**config.mk**
```make
export PLATFORM = sky130hd
export DESIGN_NAME = nine_patch_edge_tick_scanner
export DESIGN_NICKNAME = d
export VERILOG_FILES = /design/src/sv/ntick_pkg.sv /design/src/sv/ntick_classifier.sv /design/src/sv/ntick_scanner.sv /design/src/sv/ntick_out_queue.sv /design/src/sv/nine_patch_edge_tick_scanner.sv
export SDC_FILE = /design/constraint.sdc
export NUM_CORES = 1
export LEC_CHECK = 0
export ABC_AREA = 1
export ABC_CLOCK_PERIOD_IN_PS = 15700
export BUFFER_PORTS_ARGS = -buffer_cell sky130_fd_sc_hd__clkbuf_2
export CAP_MARGIN = 20
export CORE_ASPECT_RATIO = 1.2
export CORE_MARGIN = 2
export CORE_UTILIZATION = 40
export DETAILED_ROUTE_END_ITERATION = 6
export GPL_ROUTABILITY_DRIVEN = 0
export PLACE_DENSITY_LB_ADDON = 0.08
export SLEW_MARGIN = 20
export SYNTH_ARGS = -nofsm -noshare
export SYNTH_HDL_FRONTEND = slang
export SYNTH_HIERARCHICAL = 1
export SYNTH_SLANG_ARGS = --single-unit
```
**constraint.sdc**
```tcl
create_clock -name clk -period 15.7 [get_ports clk]
set_clock_uncertainty 0.15 [all_clocks]
set_input_delay 0.785 -clock clk [delete_from_list [all_inputs] [get_ports clk]]
set_output_delay 0.785 -clock clk [all_outputs]
set_load 0.02 [all_outputs]
```
**src/sv/ntick_pkg.sv**
```systemverilog
`timescale 1ns / 1ps
// ----------------------------------------------------------------------------
// ntick_pkg
// Shared types and constants for the nine-patch edge tick scanner: scan
// phases, error codes, result kinds and the packed result record.
// ----------------------------------------------------------------------------
package ntick_pkg;

  // Longest edge, counted in positions including the corner.
  localparam int EDGE_MAX = 4096;

  localparam int POS_W   = 13;
  localparam int START_W = 12;
  localparam int CNT_W   = 8;
  localparam int EPOS_W  = 14;

  // Position at which an edge is forced to end.
  localparam logic [POS_W-1:0] POS_FORCE_END = POS_W'(EDGE_MAX - 2);

  // Scan phases.
  localparam logic [1:0] PH_START   = 2'd0;
  localparam logic [1:0] PH_INSIDE  = 2'd1;
  localparam logic [1:0] PH_OUTSIDE = 2'd2;

  // Error codes; ERR_NONE marks an empty pending slot.
  localparam logic [2:0] ERR_MULTIPLE     = 3'd0;
  localparam logic [2:0] ERR_PARTIAL      = 3'd1;
  localparam logic [2:0] ERR_TRANS_TICK   = 3'd2;
  localparam logic [2:0] ERR_WHITE_SOLID  = 3'd3;
  localparam logic [2:0] ERR_WHITE_TICK   = 3'd4;
  localparam logic [2:0] ERR_NONE_FOUND   = 3'd5;
  localparam logic [2:0] ERR_NONE         = 3'd7;

  // Result kinds.
  localparam logic [1:0] KIND_SPAN  = 2'd0;
  localparam logic [1:0] KIND_OK    = 2'd1;
  localparam logic [1:0] KIND_ERROR = 2'd2;

  // Register indexes on the configuration port.
  localparam logic [1:0] REG_BPP      = 2'd0;
  localparam logic [1:0] REG_TRANS    = 2'd1;
  localparam logic [1:0] REG_MULTI    = 2'd2;
  localparam logic [1:0] REG_REQUIRED = 2'd3;

  // Pixel classification.
  typedef struct packed {
    logic       tick;
    logic       err_set;
    logic [2:0] err_code;
  } cls_t;

  // One result record.
  typedef struct packed {
    logic [1:0]         kind;
    logic [START_W-1:0] region_start;
    logic [POS_W-1:0]   region_end;
    logic [CNT_W-1:0]   region_count;
    logic [2:0]         error_code;
    logic [EPOS_W-1:0]  error_position;
    logic               last;
  } res_t;

  // Results produced by one pixel, in order.
  typedef struct packed {
    logic [1:0] num;
    res_t       r0;
    res_t       r1;
  } push_t;

endpackage

```
**src/sv/ntick_classifier.sv**
```systemverilog
`timescale 1ns / 1ps
// ----------------------------------------------------------------------------
// ntick_classifier
// Classifies one border pixel as tick or not, and flags a colour error,
// under transparent-frame or white-frame rules.
// ----------------------------------------------------------------------------
module ntick_classifier (
  input  logic [31:0]       pixel,
  input  logic [2:0]        bpp,
  input  logic              transparent,
  output ntick_pkg::cls_t   cls
);
  import ntick_pkg::*;

  logic [1:0]  bsel;
  logic        full4;
  logic [31:0] mask;
  logic [31:0] color;
  logic [31:0] tick_c;
  logic [31:0] lb_c;
  logic [7:0]  b3;
  logic        low_nz;

  // Clamp the byte count and build the colour mask.
  always_comb begin
    case (bpp)
      3'd0, 3'd1: bsel = 2'd0;
      3'd2:       bsel = 2'd1;
      3'd3:       bsel = 2'd2;
      default:    bsel = 2'd3;
    endcase
    case (bsel)
      2'd0:    mask = 32'h0000_00FF;
      2'd1:    mask = 32'h0000_FFFF;
      2'd2:    mask = 32'h00FF_FFFF;
      default: mask = 32'hFFFF_FFFF;
    endcase
  end

  assign full4  = (bsel == 2'd3);
  assign color  = pixel & mask;
  assign b3     = color[31:24];
  assign low_nz = (color[23:0] != 24'd0);
  assign tick_c = full4 ? 32'hFF00_0000 : 32'h0000_0000;
  assign lb_c   = full4 ? 32'hFF00_00FF : 32'h0000_00FF;

  // Rule evaluation.
  always_comb begin
    cls.tick     = 1'b0;
    cls.err_set  = 1'b0;
    cls.err_code = ERR_NONE;
    if (transparent) begin
      if (b3 == 8'd0) begin
        cls.tick = 1'b0;
      end else if (color == lb_c) begin
        cls.tick = 1'b0;
      end else if (color == tick_c) begin
        cls.tick = 1'b1;
      end else if (b3 != 8'hFF) begin
        cls.err_set  = 1'b1;
        cls.err_code = ERR_PARTIAL;
      end else begin
        cls.tick = 1'b1;
        if (low_nz) begin
          cls.err_set  = 1'b1;
          cls.err_code = ERR_TRANS_TICK;
        end
      end
    end else begin
      // A non-opaque alpha is flagged first; a bad tick colour overrides it.
      if (full4 && (b3 != 8'hFF)) begin
        cls.err_set  = 1'b1;
        cls.err_code = ERR_WHITE_SOLID;
      end
      if (color == mask) begin
        cls.tick = 1'b0;
      end else if (color == tick_c) begin
        cls.tick = 1'b1;
      end else if (color == lb_c) begin
        cls.tick = 1'b0;
      end else if (low_nz) begin
        cls.err_set  = 1'b1;
        cls.err_code = ERR_WHITE_TICK;
      end else begin
        cls.tick = 1'b1;
      end
    end
  end

endmodule

```
**src/sv/ntick_scanner.sv**
```systemverilog
`timescale 1ns / 1ps
// ----------------------------------------------------------------------------
// ntick_scanner
// Run tracker for one edge: holds the scan state, turns each classified
// pixel into zero, one or two results and resets itself at edge end.
// ----------------------------------------------------------------------------
module ntick_scanner (
  input  logic              clk,
  input  logic              rst_n,
  input  logic              step,
  input  ntick_pkg::cls_t   cls,
  input  logic              last_pixel,
  input  logic              multi_allowed,
  input  logic              required,
  output ntick_pkg::push_t  push
);
  import ntick_pkg::*;

  logic [1:0]         phase_r, phase_nxt;
  logic [START_W-1:0] open_r, open_nxt;
  logic [POS_W-1:0]   pos_r, pos_nxt;
  logic               found_r, found_nxt;
  logic [2:0]         pend_r, pend_nxt;
  logic               halt_r, halt_nxt;
  logic [CNT_W-1:0]   cnt_r, cnt_nxt;

  logic               last;
  logic               err;
  logic               a_v;
  logic [POS_W-1:0]   pos_m1;
  logic [2:0]         pend_new;
  logic [1:0]         ph_a;
  logic [START_W-1:0] open_a;
  logic               found_a;
  logic [CNT_W-1:0]   cnt_a;
  res_t               res_a, res_b, res_c;

  assign last     = last_pixel || (pos_r >= POS_FORCE_END);
  assign pos_m1   = pos_r - POS_W'(1);
  assign pend_new = cls.err_set ? cls.err_code : pend_r;

  // Per-pixel scan step.
  always_comb begin
    ph_a    = phase_r;
    open_a  = open_r;
    found_a = found_r;
    cnt_a   = cnt_r;
    err     = 1'b0;
    a_v     = 1'b0;
    res_a   = '0;
    if (cls.tick) begin
      if ((phase_r == PH_START) || ((phase_r == PH_OUTSIDE) && multi_allowed)) begin
        open_a  = pos_m1[START_W-1:0];
        ph_a    = PH_INSIDE;
        found_a = 1'b1;
        cnt_a   = cnt_r + CNT_W'(1);
      end else if (phase_r == PH_OUTSIDE) begin
        a_v                  = 1'b1;
        err                  = 1'b1;
        res_a.kind           = KIND_ERROR;
        res_a.error_code     = ERR_MULTIPLE;
        res_a.error_position = EPOS_W'(pos_r);
      end
    end else if (pend_new == ERR_NONE) begin
      if (phase_r == PH_INSIDE) begin
        a_v                = 1'b1;
        res_a.kind         = KIND_SPAN;
        res_a.region_start = open_r;
        res_a.region_end   = pos_m1;
        ph_a               = PH_OUTSIDE;
      end
    end else begin
      a_v                  = 1'b1;
      err                  = 1'b1;
      res_a.kind           = KIND_ERROR;
      res_a.error_code     = pend_new;
      res_a.error_position = EPOS_W'(pos_r);
    end
    res_a.region_count = cnt_a;
  end

  // Edge-end results: closing span, then success or missing run.
  always_comb begin
    res_b              = '0;
    res_b.kind         = KIND_SPAN;
    res_b.region_start = open_a;
    res_b.region_end   = pos_r;
    res_b.region_count = cnt_a;
    res_c              = '0;
    res_c.region_count = cnt_a;
    if (required && !found_a) begin
      res_c.kind           = KIND_ERROR;
      res_c.error_code     = ERR_NONE_FOUND;
      res_c.error_position = '1;
    end else begin
      res_c.kind = KIND_OK;
    end
  end

  // Result selection and next state.
  always_comb begin
    push      = '0;
    phase_nxt = phase_r;
    open_nxt  = open_r;
    pos_nxt   = pos_r;
    found_nxt = found_r;
    pend_nxt  = pend_r;
    halt_nxt  = halt_r;
    cnt_nxt   = cnt_r;
    if (step) begin
      if (halt_r) begin
        pos_nxt = pos_r + POS_W'(1);
      end else begin
        phase_nxt = ph_a;
        open_nxt  = open_a;
        found_nxt = found_a;
        cnt_nxt   = cnt_a;
        pend_nxt  = pend_new;
        pos_nxt   = pos_r + POS_W'(1);
        if (a_v && err) begin
          push.num     = 2'd1;
          push.r0      = res_a;
          push.r0.last = 1'b1;
          halt_nxt     = 1'b1;
        end else if (last) begin
          // A span closed by the final pixel is followed by the edge verdict.
          if (a_v) begin
            push.num     = 2'd2;
            push.r0      = res_a;
            push.r1      = res_c;
            push.r1.last = 1'b1;
          end else if (ph_a == PH_INSIDE) begin
            push.num     = 2'd2;
            push.r0      = res_b;
            push.r1      = res_c;
            push.r1.last = 1'b1;
          end else begin
            push.num     = 2'd1;
            push.r0      = res_c;
            push.r0.last = 1'b1;
          end
        end else if (a_v) begin
          push.num     = 2'd1;
          push.r0      = res_a;
          push.r0.last = 1'b1;
        end
      end
      // Any edge end clears the whole scan state.
      if (last) begin
        phase_nxt = PH_START;
        open_nxt  = '0;
        pos_nxt   = POS_W'(1);
        found_nxt = 1'b0;
        pend_nxt  = ERR_NONE;
        halt_nxt  = 1'b0;
        cnt_nxt   = '0;
      end
    end
  end

  // State registers.
  always_ff @(posedge clk) begin
    if (!rst_n) begin
      phase_r <= PH_START;
      open_r  <= '0;
      pos_r   <= POS_W'(1);
      found_r <= 1'b0;
      pend_r  <= ERR_NONE;
      halt_r  <= 1'b0;
      cnt_r   <= '0;
    end else begin
      phase_r <= phase_nxt;
      open_r  <= open_nxt;
      pos_r   <= pos_nxt;
      found_r <= found_nxt;
      pend_r  <= pend_nxt;
      halt_r  <= halt_nxt;
      cnt_r   <= cnt_nxt;
    end
  end

endmodule

```
**src/sv/ntick_out_queue.sv**
```systemverilog
`timescale 1ns / 1ps
// ----------------------------------------------------------------------------
// ntick_out_queue
// Four-entry result queue: takes up to two results per cycle and hands one
// per cycle to the output channel whenever pop is asserted.
// ----------------------------------------------------------------------------
module ntick_out_queue (
  input  logic              clk,
  input  logic              rst_n,
  input  ntick_pkg::push_t  push,
  output logic              room,
  output logic              head_valid,
  output ntick_pkg::res_t   head,
  input  logic              pop
);
  import ntick_pkg::*;

  res_t       mem [4];
  logic [1:0] wr_r, wr_nxt;
  logic [1:0] rd_r, rd_nxt;
  logic [2:0] cnt_r, cnt_nxt;
  logic       do_pop;

  assign head_valid = (cnt_r != 3'd0);
  assign room       = (cnt_r <= 3'd2);
  assign do_pop     = pop && head_valid;
  assign head       = mem[rd_r];

  // Pointer and fill count update.
  always_comb begin
    wr_nxt  = wr_r + push.num;
    rd_nxt  = rd_r + {1'b0, do_pop};
    cnt_nxt = cnt_r + {1'b0, push.num} - {2'b00, do_pop};
  end

  // Entry storage.
  always_ff @(posedge clk) begin
    if (push.num != 2'd0) begin
      mem[wr_r] <= push.r0;
    end
    if (push.num == 2'd2) begin
      mem[wr_r + 2'd1] <= push.r1;
    end
  end

  always_ff @(posedge clk) begin
    if (!rst_n) begin
      wr_r  <= '0;
      rd_r  <= '0;
      cnt_r <= '0;
    end else begin
      wr_r  <= wr_nxt;
      rd_r  <= rd_nxt;
      cnt_r <= cnt_nxt;
    end
  end

endmodule

```
**src/sv/nine_patch_edge_tick_scanner.sv**
```systemverilog
`timescale 1ns / 1ps
// A result is queued when its pixel is accepted and offered from the queue head.
// Throughput: one pixel per cycle; the edge-ending pixel can yield two results,
// which drain one per cycle while out_tready is high through a four-entry
// result queue, and in_tready falls while that queue holds more than two results.
// Reset: configuration returns to its defaults, scan state and queue are cleared.
// ----------------------------------------------------------------------------
// nine_patch_edge_tick_scanner
// Top level: configuration registers, pixel classifier, run scanner and
// result queue for one nine-patch border edge at a time.
// ----------------------------------------------------------------------------
module nine_patch_edge_tick_scanner (
  input  logic        clk,
  input  logic        rst_n,
  // Pixel stream.
  input  logic        in_tvalid,
  output logic        in_tready,
  input  logic [31:0] in_tdata,   // [31:0] pixel_value
  input  logic        in_tlast,   // last_pixel
  // Result stream.
  output logic        out_tvalid,
  input  logic        out_tready,
  // [11:0] region_start, [24:12] region_end, [32:25] region_count,
  // [35:33] error_code, [49:36] error_position, [55:50] zero
  output logic [55:0] out_tdata,
  output logic [1:0]  out_tuser,  // [1:0] result_kind
  output logic        out_tlast,  // last_result
  // Configuration port.
  input  logic        cfg_psel,
  input  logic        cfg_penable,
  input  logic        cfg_pwrite,
  input  logic [3:0]  cfg_paddr,
  input  logic [31:0] cfg_pwdata,
  output logic [31:0] cfg_prdata,
  output logic        cfg_pready
);
  import ntick_pkg::*;

  logic [2:0] bpp_r;
  logic       trans_r;
  logic       multi_r;
  logic       req_r;
  logic       cfg_wr;
  logic [1:0] cfg_idx;
  logic       step;
  logic       room;
  cls_t       cls;
  push_t      push;
  res_t       head;

  // Configuration registers.
  assign cfg_pready = 1'b1;
  assign cfg_idx    = cfg_paddr[3:2];
  assign cfg_wr     = cfg_psel && cfg_penable && cfg_pwrite && cfg_pready;

  always_ff @(posedge clk) begin
    if (!rst_n) begin
      bpp_r   <= 3'd4;
      trans_r <= 1'b0;
      multi_r <= 1'b1;
      req_r   <= 1'b1;
    end else if (cfg_wr) begin
      case (cfg_idx)
        REG_BPP:      bpp_r   <= cfg_pwdata[2:0];
        REG_TRANS:    trans_r <= cfg_pwdata[0];
        REG_MULTI:    multi_r <= cfg_pwdata[0];
        REG_REQUIRED: req_r   <= cfg_pwdata[0];
        default:      ;
      endcase
    end
  end

  // Register read-back.
  always_comb begin
    case (cfg_idx)
      REG_BPP:      cfg_prdata = {29'd0, bpp_r};
      REG_TRANS:    cfg_prdata = {31'd0, trans_r};
      REG_MULTI:    cfg_prdata = {31'd0, multi_r};
      REG_REQUIRED: cfg_prdata = {31'd0, req_r};
      default:      cfg_prdata = 32'd0;
    endcase
  end

  // Pixel request handshake.
  assign in_tready = room;
  assign step      = in_tvalid && in_tready;

  ntick_classifier u_cls (
    .pixel       (in_tdata),
    .bpp         (bpp_r),
    .transparent (trans_r),
    .cls         (cls)
  );

  ntick_scanner u_scan (
    .clk           (clk),
    .rst_n         (rst_n),
    .step          (step),
    .cls           (cls),
    .last_pixel    (in_tlast),
    .multi_allowed (multi_r),
    .required      (req_r),
    .push          (push)
  );

  ntick_out_queue u_queue (
    .clk        (clk),
    .rst_n      (rst_n),
    .push       (push),
    .room       (room),
    .head_valid (out_tvalid),
    .head       (head),
    .pop        (out_tready)
  );

  // Result packing.
  assign out_tdata = {6'd0, head.error_position, head.error_code, head.region_count,
                      head.region_end, head.region_start};
  assign out_tuser = head.kind;
  assign out_tlast = head.last;

endmodule
```
After elaboration in Yosys (flattened, before gate mapping) --
Memory sizes are Yosys's and may differ from the RTL's. A register that Yosys moved wholly into a read port is not among the register bits. Index checks and enable logic that the tools add are counted.
Operators by class: add/subtract/negate cells 8, multipliers 0, div/mod/pow operators 0, order comparisons 2, eq/ne operators 19, shift operators 0, mux-type cells 84, bitwise logic cells 1, reductions and logical operators 25
Operators with widths (number):
- 108-bit two-way mux | 3
- 55-bit two-way mux | 3
- 53-bit two-way mux | 3
- 32-bit one-hot mux with 4 select lines | 1
- 32-bit equality test | 3
- 32-bit one-hot mux with 3 select lines | 1
- 25-bit two-way mux | 3
- 17-bit two-way mux | 4
- 32-bit two-way mux | 2
- 54-bit two-way mux | 1
- 12-bit two-way mux | 4
- 4-bit two-way mux | 10
- 32-bit AND | 1
- 8-bit two-way mux | 4
- 1-bit two-way mux | 26
- 13-bit two-way mux | 2
- 2-bit two-way mux | 12
- 24-bit nonzero test | 1
- 13-bit by 1-bit adder with 13-bit output, second input constant | 1
- 13-bit by 12-bit greater-or-equal comparator with 1-bit output, second input constant | 1
- 13-bit by 1-bit subtractor with 13-bit output, second input constant | 1
- 2-bit equality test, second input constant | 6
- 2-bit AND reduction | 5
- 3-bit two-way mux | 3
- other kinds (24) | 38
Word-level totals: register bits 53, bits in latches 0, bits in writable memories 212, ROM bits 0, memories 1
Memory list:
- u_queue.mem | words 4, width 53, rd ports 1, clocked after Yosys merged registers in 1, write ports 2, RTL line ntick_out_queue.sv:18 | res_t mem [4];

Depth between registers and ports, before layout --
depth in word-level cells 28, depth in mapped cells 30

Modules after synthesis --
Netlist, hierarchy kept.
By module, submodules not included:
- ntick_out_queue | instances 1, cells an instance 1098, area an instance 10563.9 µm², sequential area each 6506.2 µm²
- ntick_scanner | instances 1, cells an instance 589, area an instance 3664.8 µm², sequential area each 800.8 µm²
- nine_patch_edge_tick_scanner | instances 1, cells an instance 92, area an instance 621.8 µm², sequential area each 120.1 µm²
- ntick_classifier | instances 1, cells an instance 110, area an instance 473.0 µm², sequential area each 0.0 µm²

Worst setup path before layout --
OpenSTA, ideal clock, no wires.
path type input to register, start input port in_tdata[22], end memory u_queue/mem[3][0] (netlist bit), enable pin, library setup time 543 ps, data arrival time 6837 ps, data required time 15007 ps, setup slack 8170 ps, stages 21, cells stage by stage nor2_1 -> nand2_1 -> o21ai_2 -> nand2_1 -> nor2_2 -> nor2_2 -> nand2_1 -> nand2_1 -> nand2_1 -> nand2_2 -> nor2_2 -> nand2_4 -> nand2_8 -> nand2_4 -> nor2_8 -> buf_6 -> nand2_1 -> a21oi_1 -> buf_4 -> nor2_1 -> o31ai_1
RTL lines:
- from (decl) | RTL line nine_patch_edge_tick_scanner.sv:18 | input logic [31:0] in_tdata,
- to (decl) | RTL line ntick_out_queue.sv:18

==> metrics.yaml <==
grt_pass1_vias: 11688
cts_tree: "built"
fin_setup_tns_ns: 0
fmax_ghz: 0.168
fin_crit_sh_pct: 38.0
crit_chain: "nor2_1 -> inv_1 -> o21ai_1 -> nand2_1 -> nor2_2 -> nor2_2 -> o21ai_0 -> nand2_1 -> nand3_1 -> nand2_1 -> nand2_2 -> inv_2 -> nand2_2 -> nand2_1 -> nand3_1 -> inv_1 -> inv_2 -> nor2_4 -> nand3_4 -> nand2_2 -> buf_4"
crit_type: "reg2reg"
rsz0062_at_grt: "false"
setup-violations-final: 0
cpMaxStageDelayCell: "buf_4"
worstPathArrival_ns: 5.98
fill_cells: 3773
die_w_um: 183
p_per_area_nw_per_um2: 124
synthMostInstantiatedCell: "nand2_1"
clk_latency_ns: 0.55
layout.nets: 1994
hp-class: "in2reg"
syn_avg_cell_area_um2: 8.11
instances_no_fill: 2409
synth_top_area_share_pct: 41.5
netlist_top_cells_area: "edfxtp_1, nand2_1, o21ai_0, dfxtp_1, nor2_1"
dr.first_iter.drc_count: 700
cts_setup_buffers: 0
via_count: 12347
ys.flop_type: "edfxtp_1"
grt_pass1_wl_mm: 64.7
critPathLaunchType: "register"
yosys.area.top_type: "edfxtp_1"
clk_pin_slew_ns: 0.07
viasPerCell: 5.13
syn-cell-area_um2: 15300
antenna_cells: 0
design_area_um2: 16500
initial_core_util_pct: 40.6
die_area_um2: 39900
drt-wirelength-per-cell_um: 17.0
fp.dieH_um: 218
clk_path_buf_depth: 3
worst_pin_slew_ns: 1.00
finalHoldViolCount: 0
wl_mm: 41.0
ir_worst_vdd_uv: 71.8
yosys_warnings: 6
cts_buffers: 29
grt_max_degree: 107
htreeDepth: 1
finalMaxSlewViolations: 0
cp_max_fo: 56
grt_antenna_before_repair: 0
coreArea_um2: 37800
grt_use_total_pct: 20.9
drive_gt1_share_pct: 12.5
dp_cells: 2358
final_antenna_net_count: 0
io_buffers: 102
drt_pass1_iterations: 5
cts_resized: 0
required_ns: 15.72
place_area_um2: 15600
grt.overflow.total: 0
timing.final.crit_period_ns: 5.96
relSlewSlack_pct: 33.3
synth.distinct_cells: 44
total_leakage_power_nw: 5.79
rows: 78
ys_ff_latch: 265
critPathCaptureType: "register"
cp_slowest_stage_delay_ns: 0.78
dpl.hpwl_mm: 24.6
postSynthCellCount: 1889
syn_to_final_growth_pct: 7.74
ctsHoldBuffers: 0
ys_seq_area_share_pct: 48.5
critPathMostFrequentCell: "nand2_1"
cap_viol_max_count: 0
async_flop_share_pct: 0
synth_edf_count: 212
cts_sinks: 265
synthTopCellsByCount: "nand2_1, o21ai_0, nor2_1, edfxtp_1, inv_1"
io_pins: 170
status: "finished, final reports clean"
route.detailed.drc: 0
cts-root-buf: "clkbuf_16"
[worst max-delay path, delay by kind of cell, from the launching register on]
kind	cells	cell delay (ns)
flip-flops	1	0.49
buffers and inverters	5	1.39
AND/OR/NAND/NOR	14	3.31
AO/OA/AOI/OAI	2	0.18
[cell usage in the layout, fill, tap and decap left out, drive strengths merged, types with 7 or more instances in the layout]
| master | count |
|---|---|
| nand3 | 83 |
| ha | 7 |
| xor2 | 16 |
| o21ai | 356 |
| a21oi | 50 |
| nand2 | 434 |
| clkinv | 13 |
| clkbuf | 137 |
| o22ai | 53 |
| inv | 148 |
| buf | 15 |
| nor3 | 8 |
| nand4 | 13 |
| conb | 62 |
| nor2 | 250 |
| edfxtp | 212 |
| dfxtp | 53 |
[routing by layer]
layer	global-route usage [%]	vias to the layer above	wire length [um]
met5	0	-	0
met1	27.4	5758	18100
li1	-	6237	-
met4	5.32	0	782
met2	36.7	308	20200
met3	2.27	44	1890
[kinds of logic after synthesis]
group           count (synthesis)  synth area share [%]
buf+inv                       334                  11.2
flops                         265                  48.5
compound gates                468                  16.6
other cells                     3                0.0735
simple gates                  793                  21.9
xor+xnor                       18                  1.03
fa+ha+maj                       8                 0.702
[per-stage QoR]
stage	power (mW)	setup WS, ns	hold slack [ns]	utilization, %
2_1_floorplan	1.25	8.17	0.299	-
3_3_place_gp	1.44	9.34	0.325	41.4
3_5_place_dp	1.44	9.25	0.334	41.4
4_1_cts	2.07	9.71	0.248	43.7
5_1_grt	2.15	9.20	0.299	43.7
6_report	2.04	9.74	0.286	43.7
[flip-flops by register name, summed over array words and instances (netlist names)]
| register | flops |
|---|---|
| u_scan/pos_r | 13 |
| u_scan/halt_r | 1 |
| u_scan/open_r | 12 |
| trans_r | 1 |
| u_scan/found_r | 1 |
| u_scan/pend_r | 3 |
| u_queue/cnt_r | 3 |
| u_queue/wr_r | 2 |
| bpp_r | 3 |
| u_scan/phase_r | 2 |
| req_r | 1 |
| u_queue/rd_r | 2 |
| u_scan/cnt_r | 8 |
| multi_r | 1 |
| u_queue/mem | 212 |
[path summary, 6_finish.rpt]
check	startpoint	to	slack [ns]	cells after the start
setup / recovery	bpp_r[2]$_SDFFE_PN1P_	u_queue/mem[0][28]$_DFFE_PP_	9.74	21
hold reg to reg	multi_r$_SDFFE_PN1P_	multi_r$_SDFFE_PN1P_	0.34	2
hold / removal	cfg_pwdata[2]	bpp_r[2]$_SDFFE_PN1P_	0.29	3
setup reg to reg	bpp_r[2]$_SDFFE_PN1P_	u_queue/mem[0][28]$_DFFE_PP_	9.74	21
[where the power goes]
part | internal (mW) | switching (mW)
clock network | 0.351 | 0.276
logic | 0.145 | 0.404
registers | 0.832 | 0.0348
[area by class of cell]
class / instances / area [um^2] / area share (%)
Sequential cell: 265 / 7430 / 45.0
Multi-Input combinational cell: 1349 / 6440 / 39.0
Clock buffer: 35 / 748 / 4.53
Timing Repair Buffer: 117 / 636 / 3.85
Tap cell: 480 / 601 / 3.64
Inverter: 148 / 556 / 3.36
Clock inverter: 15 / 93.8 / 0.568
(Power assumes the default switching activity.)
